[src/sv/bics_pkg.sv]
// Package for the byte ISA CPU step core: opcodes, request codes, microcode ROM.
package bics_pkg;

  localparam int RegisterCountDefault = 4;
  localparam int MemoryBytesDefault   = 256;

  // Request types
  localparam logic [1:0] REQ_CLEAR = 2'd0;
  localparam logic [1:0] REQ_WRITE = 2'd1;
  localparam logic [1:0] REQ_EXEC  = 2'd2;

  // Opcodes
  localparam logic [7:0] OP_NOP   = 8'd0;
  localparam logic [7:0] OP_HALT  = 8'd1;
  localparam logic [7:0] OP_LOADI = 8'd2;
  localparam logic [7:0] OP_ADD   = 8'd3;
  localparam logic [7:0] OP_SUB   = 8'd4;
  localparam logic [7:0] OP_JMP   = 8'd5;
  localparam logic [7:0] OP_JZ    = 8'd6;
  localparam logic [7:0] OP_LOAD  = 8'd7;
  localparam logic [7:0] OP_STORE = 8'd8;
  localparam logic [7:0] OP_CMP   = 8'd9;

  // Microcode step addresses
  typedef logic [2:0] uc_step_t;
  localparam uc_step_t UC_FETCH0 = 3'd0;
  localparam uc_step_t UC_FETCH1 = 3'd1;
  localparam uc_step_t UC_FETCH2 = 3'd2;
  localparam uc_step_t UC_DECODE = 3'd3;
  localparam uc_step_t UC_EXEC   = 3'd4;
  localparam uc_step_t UC_LDWB   = 3'd5;
  localparam uc_step_t UC_DONE   = 3'd6;

  // Memory port address source
  typedef enum logic [2:0] {
    UM_NONE = 3'd0,
    UM_PC0  = 3'd1,
    UM_PC1  = 3'd2,
    UM_PC2  = 3'd3,
    UM_DATA = 3'd4
  } uc_mem_e;

  // Jump condition
  typedef enum logic [1:0] {
    UJ_NEVER       = 2'd0,
    UJ_FETCH_FAULT = 2'd1,
    UJ_NOT_LOAD    = 2'd2
  } uc_cond_e;

  typedef struct packed {
    uc_mem_e  mem;
    logic     lat_op;
    logic     lat_a;
    logic     lat_b;
    logic     exec;
    logic     ldwb;
    logic     done;
    uc_cond_e cond;
    uc_step_t jump;
    uc_step_t next;
  } uc_word_t;

  function automatic uc_word_t uc_rom(input uc_step_t step);
    uc_word_t w;
    w = '{mem: UM_NONE, lat_op: 1'b0, lat_a: 1'b0, lat_b: 1'b0, exec: 1'b0,
          ldwb: 1'b0, done: 1'b0, cond: UJ_NEVER, jump: UC_DONE, next: UC_DONE};
    unique case (step)
      UC_FETCH0: begin
        w.mem  = UM_PC0;
        w.cond = UJ_FETCH_FAULT;
        w.next = UC_FETCH1;
      end
      UC_FETCH1: begin
        w.mem    = UM_PC1;
        w.lat_op = 1'b1;
        w.next   = UC_FETCH2;
      end
      UC_FETCH2: begin
        w.mem   = UM_PC2;
        w.lat_a = 1'b1;
        w.next  = UC_DECODE;
      end
      UC_DECODE: begin
        w.lat_b = 1'b1;
        w.next  = UC_EXEC;
      end
      UC_EXEC: begin
        w.mem  = UM_DATA;
        w.exec = 1'b1;
        w.cond = UJ_NOT_LOAD;
        w.next = UC_LDWB;
      end
      UC_LDWB: begin
        w.ldwb = 1'b1;
        w.next = UC_DONE;
      end
      default: begin
        w.done = 1'b1;
      end
    endcase
    return w;
  endfunction

  // Multiple of three by folding base-4 digits (4 is 1 mod 3)
  function automatic logic is_mult3(input logic [7:0] v);
    logic [3:0] s1;
    logic [2:0] s2;
    s1 = 4'(v[7:6]) + 4'(v[5:4]) + 4'(v[3:2]) + 4'(v[1:0]);
    s2 = 3'(s1[3:2]) + 3'(s1[1:0]);
    return (s2 == 3'd0) || (s2 == 3'd3) || (s2 == 3'd6);
  endfunction

endpackage

[src/sv/byte_isa_cpu_step_core.sv]
// Top level of the byte ISA CPU step core: microcoded sequencer and datapath.
//
//  channel  | direction | handshake            | payload
//  ---------+-----------+----------------------+------------------------------------------
//  request  | in        | in_valid_i/in_stall_o | req_type_i, address_i, write_data_i
//  result   | out       | out_valid_o/out_stall_i | ok_o, halted_now_o, program_counter_o,
//           |           |                      | zero_flag_out_o, reg0..reg3_value_o
//  config   | in        | cfg_we_i             | cfg_wdata_i (program length)
//
// Steps: an execute request's sequence is set by the single memory port with registered
// read: three fetch reads, a decode step, an execute step (plus a LOAD write-back) and a
// delivery step. An execute refused at fetch (halted, or fetch past the program) goes
// straight from the first fetch step to delivery. Clear and write go straight to delivery.
// Reset: async, active low; the 256 memory valid bits clear at once, so no sweep is needed.
// Stalls: the result waits in the output register; a finished request holds in its
// delivery step until that register frees up. A new request is taken only when idle.

module byte_isa_cpu_step_core #(
  parameter int REGISTER_COUNT = bics_pkg::RegisterCountDefault,
  parameter int MEMORY_BYTES   = bics_pkg::MemoryBytesDefault
) (
  input  logic       clk_i,
  input  logic       rst_ni,
  // config
  input  logic       cfg_we_i,
  input  logic [8:0] cfg_wdata_i,
  // request
  input  logic       in_valid_i,
  output logic       in_stall_o,
  input  logic [1:0] req_type_i,
  input  logic [7:0] address_i,
  input  logic [7:0] write_data_i,
  // result
  output logic       out_valid_o,
  input  logic       out_stall_i,
  output logic       ok_o,
  output logic       halted_now_o,
  output logic [7:0] program_counter_o,
  output logic       zero_flag_out_o,
  output logic [7:0] reg0_value_o,
  output logic [7:0] reg1_value_o,
  output logic [7:0] reg2_value_o,
  output logic [7:0] reg3_value_o
);

  localparam int AW  = (MEMORY_BYTES > 1) ? $clog2(MEMORY_BYTES) : 1;
  localparam int RIW = (REGISTER_COUNT > 1) ? $clog2(REGISTER_COUNT) : 1;
  localparam logic [8:0] MemLen = 9'(MEMORY_BYTES);
  localparam logic [8:0] RegCnt = 9'(REGISTER_COUNT);

  // Architectural state
  logic [8:0] prog_len_q;
  logic [7:0] rf_q [REGISTER_COUNT];
  logic [7:0] pc_q;
  logic       zf_q;
  logic       halt_q;

  // Sequencer and instruction latches
  logic                busy_q;
  bics_pkg::uc_step_t  step_q;
  bics_pkg::uc_word_t  uc;
  logic                ok_q;
  logic [7:0]          op_q, a_q, b_q;
  logic [7:0]          opa_q, opb_q;

  // Memory, its valid bits and read data
  logic [7:0]              mem_q [MEMORY_BYTES];
  logic [MEMORY_BYTES-1:0] vld_q;
  logic [7:0]              rd_q;
  logic                    vld_rd_q;
  logic [7:0]              rdata;

  // Output register
  logic       out_valid_q;
  logic       out_ok_q, out_halt_q, out_zf_q;
  logic [7:0] out_pc_q;
  logic [7:0] out_rf_q [4];
  logic [7:0] rf_view [4];

  logic in_acc;
  logic deliver;
  logic take_jump;

  logic [8:0] len_eff;
  logic [8:0] pc_p3_w;
  logic [7:0] pc_p1, pc_p2, pc_adv;
  logic       fetch_fault, adv_ok, ra, rb, tgt_ok, data_ok;
  logic [RIW-1:0] a_idx;

  logic       ex_ok, ex_rf_we, ex_zf_we, ex_pc_we, ex_halt, ex_load, ex_store;
  logic [7:0] ex_rf_wd, ex_pc_d;
  logic       ex_zf_d;

  logic          mem_we, mem_re;
  logic [AW-1:0] mem_addr;
  logic [7:0]    mem_wd;

  assign in_acc     = in_valid_i && !busy_q;
  assign in_stall_o = busy_q;
  assign uc         = bics_pkg::uc_rom(step_q);
  assign deliver    = busy_q && uc.done && !(out_valid_q && out_stall_i);
  assign rdata      = vld_rd_q ? rd_q : 8'h00;

  // Checks against the effective program length
  assign len_eff     = (prog_len_q > MemLen) ? MemLen : prog_len_q;
  assign pc_p3_w     = {1'b0, pc_q} + 9'd3;
  assign pc_p1       = pc_q + 8'd1;
  assign pc_p2       = pc_q + 8'd2;
  assign pc_adv      = pc_q + 8'd3;
  assign fetch_fault = halt_q || (pc_p3_w > len_eff);
  assign adv_ok      = pc_p3_w < len_eff;
  assign ra          = {1'b0, a_q} < RegCnt;
  assign rb          = {1'b0, b_q} < RegCnt;
  assign tgt_ok      = ({1'b0, a_q} < len_eff) && bics_pkg::is_mult3(a_q);
  assign data_ok     = ({1'b0, b_q} < MemLen) && ({1'b0, b_q} >= len_eff);
  assign a_idx       = a_q[RIW-1:0];

  // Execute decode: one instruction's effect on state, from the latched bytes
  always_comb begin
    ex_ok    = 1'b0;
    ex_rf_we = 1'b0;
    ex_rf_wd = 8'h00;
    ex_zf_we = 1'b0;
    ex_zf_d  = 1'b0;
    ex_pc_we = 1'b0;
    ex_pc_d  = pc_adv;
    ex_halt  = 1'b0;
    ex_load  = 1'b0;
    ex_store = 1'b0;
    unique case (op_q)
      bics_pkg::OP_NOP: begin
        ex_ok    = adv_ok;
        ex_pc_we = adv_ok;
      end
      bics_pkg::OP_HALT: begin
        ex_ok   = 1'b1;
        ex_halt = 1'b1;
      end
      bics_pkg::OP_LOADI: begin
        if (ra) begin
          ex_rf_we = 1'b1;
          ex_rf_wd = b_q;
          ex_zf_we = 1'b1;
          ex_zf_d  = (b_q == 8'h00);
          ex_ok    = adv_ok;
          ex_pc_we = adv_ok;
        end
      end
      bics_pkg::OP_ADD, bics_pkg::OP_SUB: begin
        if (ra && rb) begin
          ex_rf_we = 1'b1;
          ex_rf_wd = (op_q == bics_pkg::OP_ADD) ? opa_q + opb_q : opa_q - opb_q;
          ex_zf_we = 1'b1;
          ex_zf_d  = (ex_rf_wd == 8'h00);
          ex_ok    = adv_ok;
          ex_pc_we = adv_ok;
        end
      end
      bics_pkg::OP_JMP: begin
        if (tgt_ok) begin
          ex_ok    = 1'b1;
          ex_pc_we = 1'b1;
          ex_pc_d  = a_q;
        end
      end
      bics_pkg::OP_JZ: begin
        if (tgt_ok) begin
          if (zf_q) begin
            ex_ok    = 1'b1;
            ex_pc_we = 1'b1;
            ex_pc_d  = a_q;
          end else begin
            ex_ok    = adv_ok;
            ex_pc_we = adv_ok;
          end
        end
      end
      bics_pkg::OP_LOAD: begin
        if (ra && data_ok) begin
          ex_load  = 1'b1;
          ex_ok    = adv_ok;
          ex_pc_we = adv_ok;
        end
      end
      bics_pkg::OP_STORE: begin
        if (ra && data_ok) begin
          ex_store = 1'b1;
          ex_ok    = adv_ok;
          ex_pc_we = adv_ok;
        end
      end
      bics_pkg::OP_CMP: begin
        if (ra && rb) begin
          ex_zf_we = 1'b1;
          ex_zf_d  = (opa_q == opb_q);
          ex_ok    = adv_ok;
          ex_pc_we = adv_ok;
        end
      end
      default: begin
        ex_ok = 1'b0;
      end
    endcase
  end

  // Single memory port: host writes when idle, microcode reads and stores when busy
  always_comb begin
    mem_we   = 1'b0;
    mem_re   = 1'b0;
    mem_addr = address_i[AW-1:0];
    mem_wd   = write_data_i;
    if (in_acc) begin
      mem_we = (req_type_i == bics_pkg::REQ_WRITE) && ({1'b0, address_i} < MemLen);
    end else if (busy_q) begin
      unique case (uc.mem)
        bics_pkg::UM_PC0: begin
          mem_re   = 1'b1;
          mem_addr = pc_q[AW-1:0];
        end
        bics_pkg::UM_PC1: begin
          mem_re   = 1'b1;
          mem_addr = pc_p1[AW-1:0];
        end
        bics_pkg::UM_PC2: begin
          mem_re   = 1'b1;
          mem_addr = pc_p2[AW-1:0];
        end
        bics_pkg::UM_DATA: begin
          mem_re   = ex_load;
          mem_we   = ex_store;
          mem_addr = b_q[AW-1:0];
          mem_wd   = opa_q;
        end
        default: begin
          mem_re = 1'b0;
        end
      endcase
    end
  end

  // Conditional jump select
  always_comb begin
    unique case (uc.cond)
      bics_pkg::UJ_FETCH_FAULT: take_jump = fetch_fault;
      bics_pkg::UJ_NOT_LOAD:    take_jump = !ex_load;
      default:                  take_jump = 1'b0;
    endcase
  end

  always_ff @(posedge clk_i) begin
    if (mem_we) begin
      mem_q[mem_addr] <= mem_wd;
    end
    if (mem_re) begin
      rd_q <= mem_q[mem_addr];
    end
  end

  // Valid bits: an entry never written since clear reads as zero
  always_ff @(posedge clk_i or negedge rst_ni) begin
    if (!rst_ni) begin
      vld_q    <= '0;
      vld_rd_q <= 1'b0;
    end else begin
      if (in_acc && (req_type_i == bics_pkg::REQ_CLEAR)) begin
        vld_q <= '0;
      end else if (mem_we) begin
        vld_q[mem_addr] <= 1'b1;
      end
      if (mem_re) begin
        vld_rd_q <= vld_q[mem_addr];
      end
    end
  end

  // Sequencer, architectural state and request status
  always_ff @(posedge clk_i or negedge rst_ni) begin
    if (!rst_ni) begin
      prog_len_q <= '0;
      busy_q     <= 1'b0;
      step_q     <= bics_pkg::UC_DONE;
      ok_q       <= 1'b0;
      pc_q       <= '0;
      zf_q       <= 1'b0;
      halt_q     <= 1'b0;
      for (int i = 0; i < REGISTER_COUNT; i++) begin
        rf_q[i] <= '0;
      end
    end else begin
      if (cfg_we_i) begin
        prog_len_q <= cfg_wdata_i;
      end
      if (in_acc) begin
        busy_q <= 1'b1;
        unique case (req_type_i)
          bics_pkg::REQ_CLEAR: begin
            step_q <= bics_pkg::UC_DONE;
            ok_q   <= 1'b1;
            pc_q   <= '0;
            zf_q   <= 1'b0;
            halt_q <= 1'b0;
            for (int i = 0; i < REGISTER_COUNT; i++) begin
              rf_q[i] <= '0;
            end
          end
          bics_pkg::REQ_WRITE: begin
            step_q <= bics_pkg::UC_DONE;
            ok_q   <= ({1'b0, address_i} < MemLen);
          end
          bics_pkg::REQ_EXEC: begin
            step_q <= bics_pkg::UC_FETCH0;
            ok_q   <= 1'b0;
          end
          default: begin
            step_q <= bics_pkg::UC_DONE;
            ok_q   <= 1'b0;
          end
        endcase
      end else if (busy_q) begin
        if (uc.exec) begin
          ok_q <= ex_ok;
          if (ex_rf_we) rf_q[a_idx] <= ex_rf_wd;
          if (ex_zf_we) zf_q <= ex_zf_d;
          if (ex_pc_we) pc_q <= ex_pc_d;
          if (ex_halt)  halt_q <= 1'b1;
        end
        if (uc.ldwb) begin
          rf_q[a_idx] <= rdata;
        end
        // Hold in the delivery step until the output register frees up
        if (uc.done) begin
          if (deliver) busy_q <= 1'b0;
        end else begin
          step_q <= take_jump ? uc.jump : uc.next;
        end
      end
    end
  end

  // Instruction byte latches and operand reads
  always_ff @(posedge clk_i) begin
    if (busy_q && uc.lat_op) op_q <= rdata;
    if (busy_q && uc.lat_a)  a_q  <= rdata;
    if (busy_q && uc.lat_b) begin
      b_q   <= rdata;
      opa_q <= rf_q[a_idx];
      opb_q <= rf_q[rdata[RIW-1:0]];
    end
  end

  // Registers beyond the configured count read as zero
  for (genvar j = 0; j < 4; j++) begin : g_view
    if (j < REGISTER_COUNT) begin : g_reg
      assign rf_view[j] = rf_q[j];
    end else begin : g_none
      assign rf_view[j] = 8'h00;
    end
  end

  // Output register: capture the state snapshot on delivery, drop on take
  always_ff @(posedge clk_i or negedge rst_ni) begin
    if (!rst_ni) begin
      out_valid_q <= 1'b0;
    end else if (deliver) begin
      out_valid_q <= 1'b1;
    end else if (!out_stall_i) begin
      out_valid_q <= 1'b0;
    end
  end

  always_ff @(posedge clk_i) begin
    if (deliver) begin
      out_ok_q   <= ok_q;
      out_halt_q <= halt_q;
      out_pc_q   <= pc_q;
      out_zf_q   <= zf_q;
      for (int j = 0; j < 4; j++) begin
        out_rf_q[j] <= rf_view[j];
      end
    end
  end

  assign out_valid_o       = out_valid_q;
  assign ok_o              = out_ok_q;
  assign halted_now_o      = out_halt_q;
  assign program_counter_o = out_pc_q;
  assign zero_flag_out_o   = out_zf_q;
  assign reg0_value_o      = out_rf_q[0];
  assign reg1_value_o      = out_rf_q[1];
  assign reg2_value_o      = out_rf_q[2];
  assign reg3_value_o      = out_rf_q[3];

endmodule

[config.mk]
export PLATFORM = sky130hd
export DESIGN_NAME = byte_isa_cpu_step_core
export DESIGN_NICKNAME = d
export VERILOG_FILES = /design/src/sv/bics_pkg.sv /design/src/sv/byte_isa_cpu_step_core.sv
export SDC_FILE = /design/constraint.sdc
export NUM_CORES = 2
export LEC_CHECK = 0
export ABC_AREA = 1
export BUFFER_PORTS_ARGS = -buffer_cell sky130_fd_sc_hd__buf_2
export CAP_MARGIN = 20
export CORE_MARGIN = 10
export CORE_UTILIZATION = 55
export DETAILED_ROUTE_END_ITERATION = 12
export HOLD_SLACK_MARGIN = 0.15
export PLACE_DENSITY = 0.7
export SLEW_MARGIN = 20
export SYNTH_ARGS = -nofsm -noshare
export SYNTH_HDL_FRONTEND = slang
export SYNTH_SLANG_ARGS = --single-unit
[constraint.sdc]
create_clock -name clk_i -period 17.6 [get_ports clk_i]
set_input_delay 5.28 -clock clk_i [delete_from_list [all_inputs] [get_ports clk_i]]
set_output_delay 5.28 -clock clk_i [all_outputs]
set_load 0.05 [all_outputs]
# After elaboration in Yosys (flattened, before gate mapping)
# Memories as Yosys holds them, arrays and structs flattened. A register that Yosys moved wholly into a read port is not among the register bits.
# Cells that the tools add are included.
[totals]
register_bits = 365
mem_bits_rw = 2080
input_bits = 32
output_inout_bits = 45
word_cells = 230
mem_count = 2
[mem_list]
columns = ["name", "words", "word_bits", "read_ports", "rd_ports_with_merged_regs", "wr", "line_no", "rtl"]
rows = [
  ["mem_q", 256, 8, 1, 1, 1, "byte_isa_cpu_step_core.sv:67", "logic [7:0] mem_q [MEMORY_BYTES];"],
  ["out_rf_q", 4, 8, 4, 0, 4, "byte_isa_cpu_step_core.sv:77", "logic [7:0] out_rf_q [4];"],
]
[op_classes]
n_addsub = 10
magnitude_cmp = 12
n_eq_ne = 27
muxes = 109
n_bitwise = 3
reduce_logical = 44
[op_table]
columns = ["operator", "count"]
rows = [
  ["256-bit 2-to-1 mux", 2],
  ["32-bit 2-to-1 mux", 8],
  ["256-bit bitwise OR", 1],
  ["8-bit 2-to-1 mux", 22],
  ["32-bit bitwise mux", 2],
  ["1-bit 2-to-1 mux", 51],
  ["8-bit binary-select mux with 2-bit select", 2],
  ["8-bit by 3-bit equality test with 1-bit output (second input constant)", 4],
  ["8-bit one-hot mux with 2 select lines", 2],
  ["8-bit one-hot mux with 4 select lines", 1],
  ["8-bit zero test", 3],
  ["8-bit by 2-bit adder with 8-bit output (second input constant)", 2],
  ["8-bit demux with 2-bit select", 1],
  ["8-bit by 2-bit equality test with 1-bit output (second input constant)", 2],
  ["8-bit by 4-bit equality test with 1-bit output (second input constant)", 2],
  ["8-bit by 3-bit < comparator with 1-bit output (second input constant)", 2],
  ["3-bit by 2-bit equality test with 1-bit output (second input constant)", 5],
  ["3-bit 2-to-1 mux", 5],
  ["3-bit one-hot mux with 5 select lines", 1],
  ["2-bit nonzero test", 7],
  ["1-bit logical AND", 13],
  ["3-bit equality test (second input constant)", 4],
  ["3-bit one-hot mux with 4 select lines", 1],
  ["4-bit AND reduction", 3],
  ["other kinds (39)", 59],
]

# Longest topological paths before layout
[logic_depth]
ltp_word = 14
mapped_depth = 24
mapped_depth_nobuf = 23

# Least setup slack after synthesis
# Ideal clock, no wire load.
[synth_path]
kind = "register to register"
start = "reg busy_q, in the netlist in_stall_o"
end = "mem mem_q[0][0], data pin"
setup_time_ns = 2.195
arrival_time_ns = 11.702
required_ns = 15.405
path_slack_ns = 3.704
stages_incl_launch_ff = 6
path_buffers = 1
synth_period_minus_slack_ns = 13.896
path_cell_list = "dfrtp_1 > clkbuf_1 > nand2_1 > nor2_1 > clkinv_1 > o21ai_0"
[synth_via]
elab_chain_cells = 3
word_cells_on_any_way = 4
classes_between = "2 x mux; 2 x reduce/logical"
[synth_lines]
columns = ["item", "line_no", "rtl"]
rows = [
  ["start: declaration", "byte_isa_cpu_step_core.sv:59", "logic busy_q;"],
  ["start signal: assignment", "byte_isa_cpu_step_core.sv:280", "busy_q <= 1'b0;"],
  ["start signal: assignment", "byte_isa_cpu_step_core.sv:294", "busy_q <= 1'b1;"],
  ["start signal: assignment", "byte_isa_cpu_step_core.sv:332", "if (deliver) busy_q <= 1'b0;"],
  ["1-bit zero test", "byte_isa_cpu_step_core.sv:98", "assign in_acc = in_valid_i && !busy_q;"],
  ["1-bit logical AND", "byte_isa_cpu_step_core.sv:98", ""],
  ["8-bit 2-to-1 mux (*)", "byte_isa_cpu_step_core.sv:212", "if (in_acc) begin"],
  ["via mem_wd[0]", "byte_isa_cpu_step_core.sv:96", "logic [7:0] mem_wd;"],
  ["end: declaration", "byte_isa_cpu_step_core.sv:67", ""],
]
# Mark *: on every way through the listed nets, which the timed path passes. The rest lies on a longest branch.

# Final worst setup path
[layout_path]
start = "in address_i[0]"
end = "reg rd_q[5] (read register of mem_q), data pin"
[layout_via]
elab_chain_cells = 3
[layout_lines]
columns = ["item", "line_no", "rtl"]
rows = [
  ["start: declaration", "byte_isa_cpu_step_core.sv:31", "input logic [7:0] address_i,"],
  ["8-bit one-hot mux with 4 select lines", "byte_isa_cpu_step_core.sv:215", "unique case (uc.mem)"],
  ["8-bit 2-to-1 mux", "byte_isa_cpu_step_core.sv:214", "end else if (busy_q) begin"],
  ["8-bit 2-to-1 mux (*)", "byte_isa_cpu_step_core.sv:212", ""],
  ["end: declaration", "byte_isa_cpu_step_core.sv:69", "logic [7:0] rd_q;"],
]
# Every way passes the cells marked *; elsewhere a longest branch is shown, timed or not.
# A chain may end at the register's enable or synchronous reset.

==> key figures <==
Global routing
  – M3 GR Usage: between 7 and 8%
  – Met1 usage: 39.6%
  – First-pass GRT wire length: 453000 µm
  – Pin count of the biggest net entering global routing: 183
  – Grt peak-use layer: met2
  – Initial antenna violation count: 15
  – Vias in the first global route: 70100
  – Global Route met2 Usage: 45.4%
  – Overflow after GRT: 0
  – Total Routing Usage GR: 29.4%

Finish
  – Nets: 9700
  – Filler cell count: 14600
  – Final instance area: 0.113 mm²
  – Share of cells above drive strength 1: 6.34%
  – Area grow syn2layout: 10.5%
  – Non-Filler Instances: approximately 12000

Place
  – Post-DP Area: 0.105 mm²
  – Port bufs: 76
  – GP Congestion: 0.924
  – DP Wirelength: 175000 µm
  – Placed Instances: 11900

Clock network
  – Number of H-tree levels: 4
  – TritonCTS clock tree: done
  – Post-CTS Hold Buffers: 0
  – CTS Buf Count: 238
  – Total setup buffers inserted after CTS: 0
  – Skew-Pair Late Insertion Delay: roughly 0.90 ns
  – Worst-path clk slew: 0.06 ns
  – Clk root buf: clkbuf_16
  – Post-CTS Resized: 0
  – # clock sinks: 2453
  – Clock buffer depth: 3

Timing
  – Setup TNS: 0 ns
  – Slew HR: 15.5%
  – Slew Limit Fails: 0
  – Skew final: 0.0531 ns
  – Final Cycle Share: a little over half
  – Worst Tran Pin Value: ~1.3 ns
  – Fin. Hold Viols: 0
  – Final min period: 9.62 ns
  – RSZ-0062 raised after global routing: no
  – Fmax: 104 MHz
  – Endpoints failing setup: 0
  – Fin Hold WS: 0.458 ns

Logic synthesis
  – Synth Area per Inst: 10.6 µm²
  – Synthesized area: 0.102 mm²
  – Synth Instances: 9670
  – Synth area leader: edfxtp_1
  – Mapped Nets: 9754
  – Yosys reg bits: 2453
  – Share of flip-flops with an asynchronous set or reset: between 10% and 20%
  – Post-synthesis sequential area ratio: 70.6%
  – Post-synth EDFFs: between 2000 and 2500
  – Post-synth top area share: 62.9%
  – Synth cell types: 46
  – Synth Warn #: 0
  – Post-synth top flop: edfxtp_1
  – Synth top area cells: edfxtp_1 (63%), nand2_1 (16%), dfrtp_1 (7.6%), nor2_1 (3.8%), nand3_1 (1.7%)

Setup path
  – CP max FO: 140
  – Critical path class: in2reg
  – Crit path launch type: input port
  – R2R Setup Slk: 10.92 ns
  – Crit path capture type: flop
  – Cells on worst reg2reg path: 20
  – R2r startpoint: in_stall_o$_DFF_PN0_
  – Worst path arrival time: 10.39 ns
  – Reg-to-Reg End: rd_q[5]$_DFFE_PP_
  – Req. time, crit path: 18.36 ns

Detailed routing
  – Final ANT Viol Nets: 0
  – Number of remaining DRC errors: 0
  – Via Count: 73000
  – Via-per-instance ratio: 5.92
  – WL final: 307000 µm
  – WL/cell: 24.9 µm
  – First drt pass iteration count: 8
  – Initial DRC count: just over 10000

Floorplan
  – Die ar.: 0.203 mm²
  – # IOs: 77
  – Die height: 451 µm
  – Std cell rows: between 150 and 200
  – Core box area: 0.185 mm²
  – Die width: 451 µm
  – Starting Density: 55.2%

Power
  – Lkg Pwr: approximately 44 nW
  – Worst IR Drop VDD: ~0.16 mV
  – PwrDens: 169 mW/mm²
  – Pwr Total: 19.0 mW

Min path
  – Worst Hold Class: reg2reg
  – Hold Path End: out_rf_q[2][0]$_DFFE_PP_
  – Hold Crit Depth: 0
  – HP Start: rf_q[8]$_DFFE_PN0P_

Run status
  – Outcome: completed

Flow run
  – Number of max-cap violations: 0
## logic make-up (layout without fill, tap and decap cells)
family | count (synthesis) | in the layout | share of synthesized area [%]
AOI/OAI and AO/OA | 624 | 624 | 3.30
xor gates and xnor gates | 12 | 12 | 0.103
adders and majority gates | 52 | 52 | 0.689
buffers and inverters | 682 | 845 | 2.86
DFF | 2453 | 2453 | 70.6
other | 0 | 3 | 0
and+or+nand+nor | 5847 | 5847 | 22.4
## how the worst max path moves through the flow
stage	start	endpoint
final	address_i[0]	rd_q[5]$_DFFE_PP_
after global routing	address_i[0]	rd_q[1]$_DFFE_PP_
after CTS	address_i[1]	rd_q[7]$_DFFE_PP_
after detailed placement	address_i[0]	rd_q[1]$_DFFE_PP_
after global placement	address_i[1]	rd_q[7]$_DFFE_PP_
after floorplan	in_stall_o$_DFF_PN0_	mem_q[0][0]$_DFFE_PP_
## critical path, stage by stage
cell,delay (ns)
buf_2,0.13
or2_4,0.35
nand2_8,0.45
inv_8,0.32
nor2_4,0.39
buf_12,0.51
buf_4,0.77
nand2_1,0.15
nand3_1,0.15
nand2_1,0.07
nand2_1,0.10
o21ai_0,0.26
nand2_1,0.30
nor2_1,0.08
nor2_1,0.51
nor2_1,0.10
nand2_1,0.09
## per-layer routing
metal / vias to the layer above / wire length, µm
li1: 32200 / -
met1: 35300 / 115000
met2: 4590 / 139000
met3: 817 / 37900
met4: 12 / 14700
met5: - / 87
## per-stage QoR
stage | setup WS, ns | util (%)
detailed placement | 7.33 | 56.5
global placement | 7.35 | 56.5
global route | 7.95 | 61.0
finish | 7.98 | 61.0
floorplan | 3.70 | -
CTS | 8.21 | 61.0
## cell type report
| type | count | area (µm²) | share of cell area, % |
|---|---|---|---|
| Sequential cell | 2453 | 72100 | 63.9 |
| Multi-Input combinational cell | 6535 | 27200 | 24.1 |
| Clock buffer | 336 | 6640 | 5.89 |
| Tap cell | 2480 | 3100 | 2.75 |
| Clock inverter | 121 | 1540 | 1.37 |
| Timing Repair Buffer | 187 | 1400 | 1.24 |
| Inverter | 201 | 797 | 0.706 |
| Antenna cell | 3 | 7.51 | 0.00665 |
## sequential cells by signal (all words and copies together), names as in the netlist, 3 cells and up
register / count
pc_q: 8
opb_q: 8
opa_q: 8
prog_len_q: 9
mem_q: 2048
program_counter_o: 8
rf_q: 32
step_q: 3
vld_q: 256
b_q: 8
rd_q: 8
out_rf_q: 32
a_q: 8
op_q: 8
## Yosys cell counts (all sizes together) (2+ instances only)
| cell type | instances |
|---|---|
| fa | 7 |
| o221ai | 8 |
| clkinv | 6 |
| nor3 | 10 |
| edfxtp | 2139 |
| nor2 | 1058 |
| a21oi | 201 |
| inv | 195 |
| clkbuf | 165 |
| a22oi | 21 |
| a31oi | 6 |
| dfrtp | 312 |
| o21ai | 317 |
| nand3b | 3 |
| o211ai | 31 |
| or2 | 3 |
| o32ai | 2 |
| nand2 | 4254 |
| o22ai | 22 |
| a21boi | 3 |
| dfstp | 2 |
| buf | 316 |
| o2111ai | 2 |
| xor2 | 11 |
| nand4 | 161 |
| ha | 45 |
| nand3 | 356 |
| o21bai | 5 |
## power breakdown
group | internal, mW | leakage, nW | total, mW | switching (mW)
Sequential | 6.86 | 23.6 | 6.97 | 0.119
Combinational | 1.44 | 16.8 | 6.78 | 5.34
Clock | 3.04 | 3.99 | 5.29 | 2.25
## placed cells by master, fill, tap and decap left out, types with 6 or more instances in the layout
| cell type | synthesis | layout |
|---|---|---|
| clkinv_1 | 6 | 36 |
| buf_12 | 0 | 12 |
| inv_1 | 170 | 170 |
| o21ai_1 | 7 | 12 |
| clkinv_2 | 0 | 40 |
| nor3_1 | 10 | 8 |
| clkbuf_8 | 0 | 32 |
| clkinv_16 | 0 | 7 |
| o221ai_1 | 8 | 8 |
| o22ai_1 | 22 | 22 |
| bufinv_16 | 0 | 27 |
| a22oi_1 | 21 | 21 |
| fa_1 | 7 | 7 |
| edfxtp_1 | 2139 | 2139 |
| nand3_1 | 356 | 356 |
| a31oi_1 | 6 | 6 |
| nand2_1 | 4252 | 4244 |
| a21oi_1 | 201 | 200 |
| clkbuf_1 | 165 | 66 |
| o211ai_1 | 31 | 31 |
| inv_2 | 25 | 21 |
| nor2_1 | 1034 | 1026 |
| buf_4 | 8 | 97 |
| ha_1 | 45 | 45 |
| xor2_1 | 11 | 11 |
| clkbuf_16 | 0 | 238 |
| buf_2 | 255 | 75 |
| nand4_1 | 161 | 161 |
| dfrtp_1 | 312 | 312 |
| nor2_2 | 24 | 27 |
| o21ai_0 | 310 | 304 |
| nand2_4 | 1 | 7 |
No activity file was read; power rests on OpenSTA's default activity.
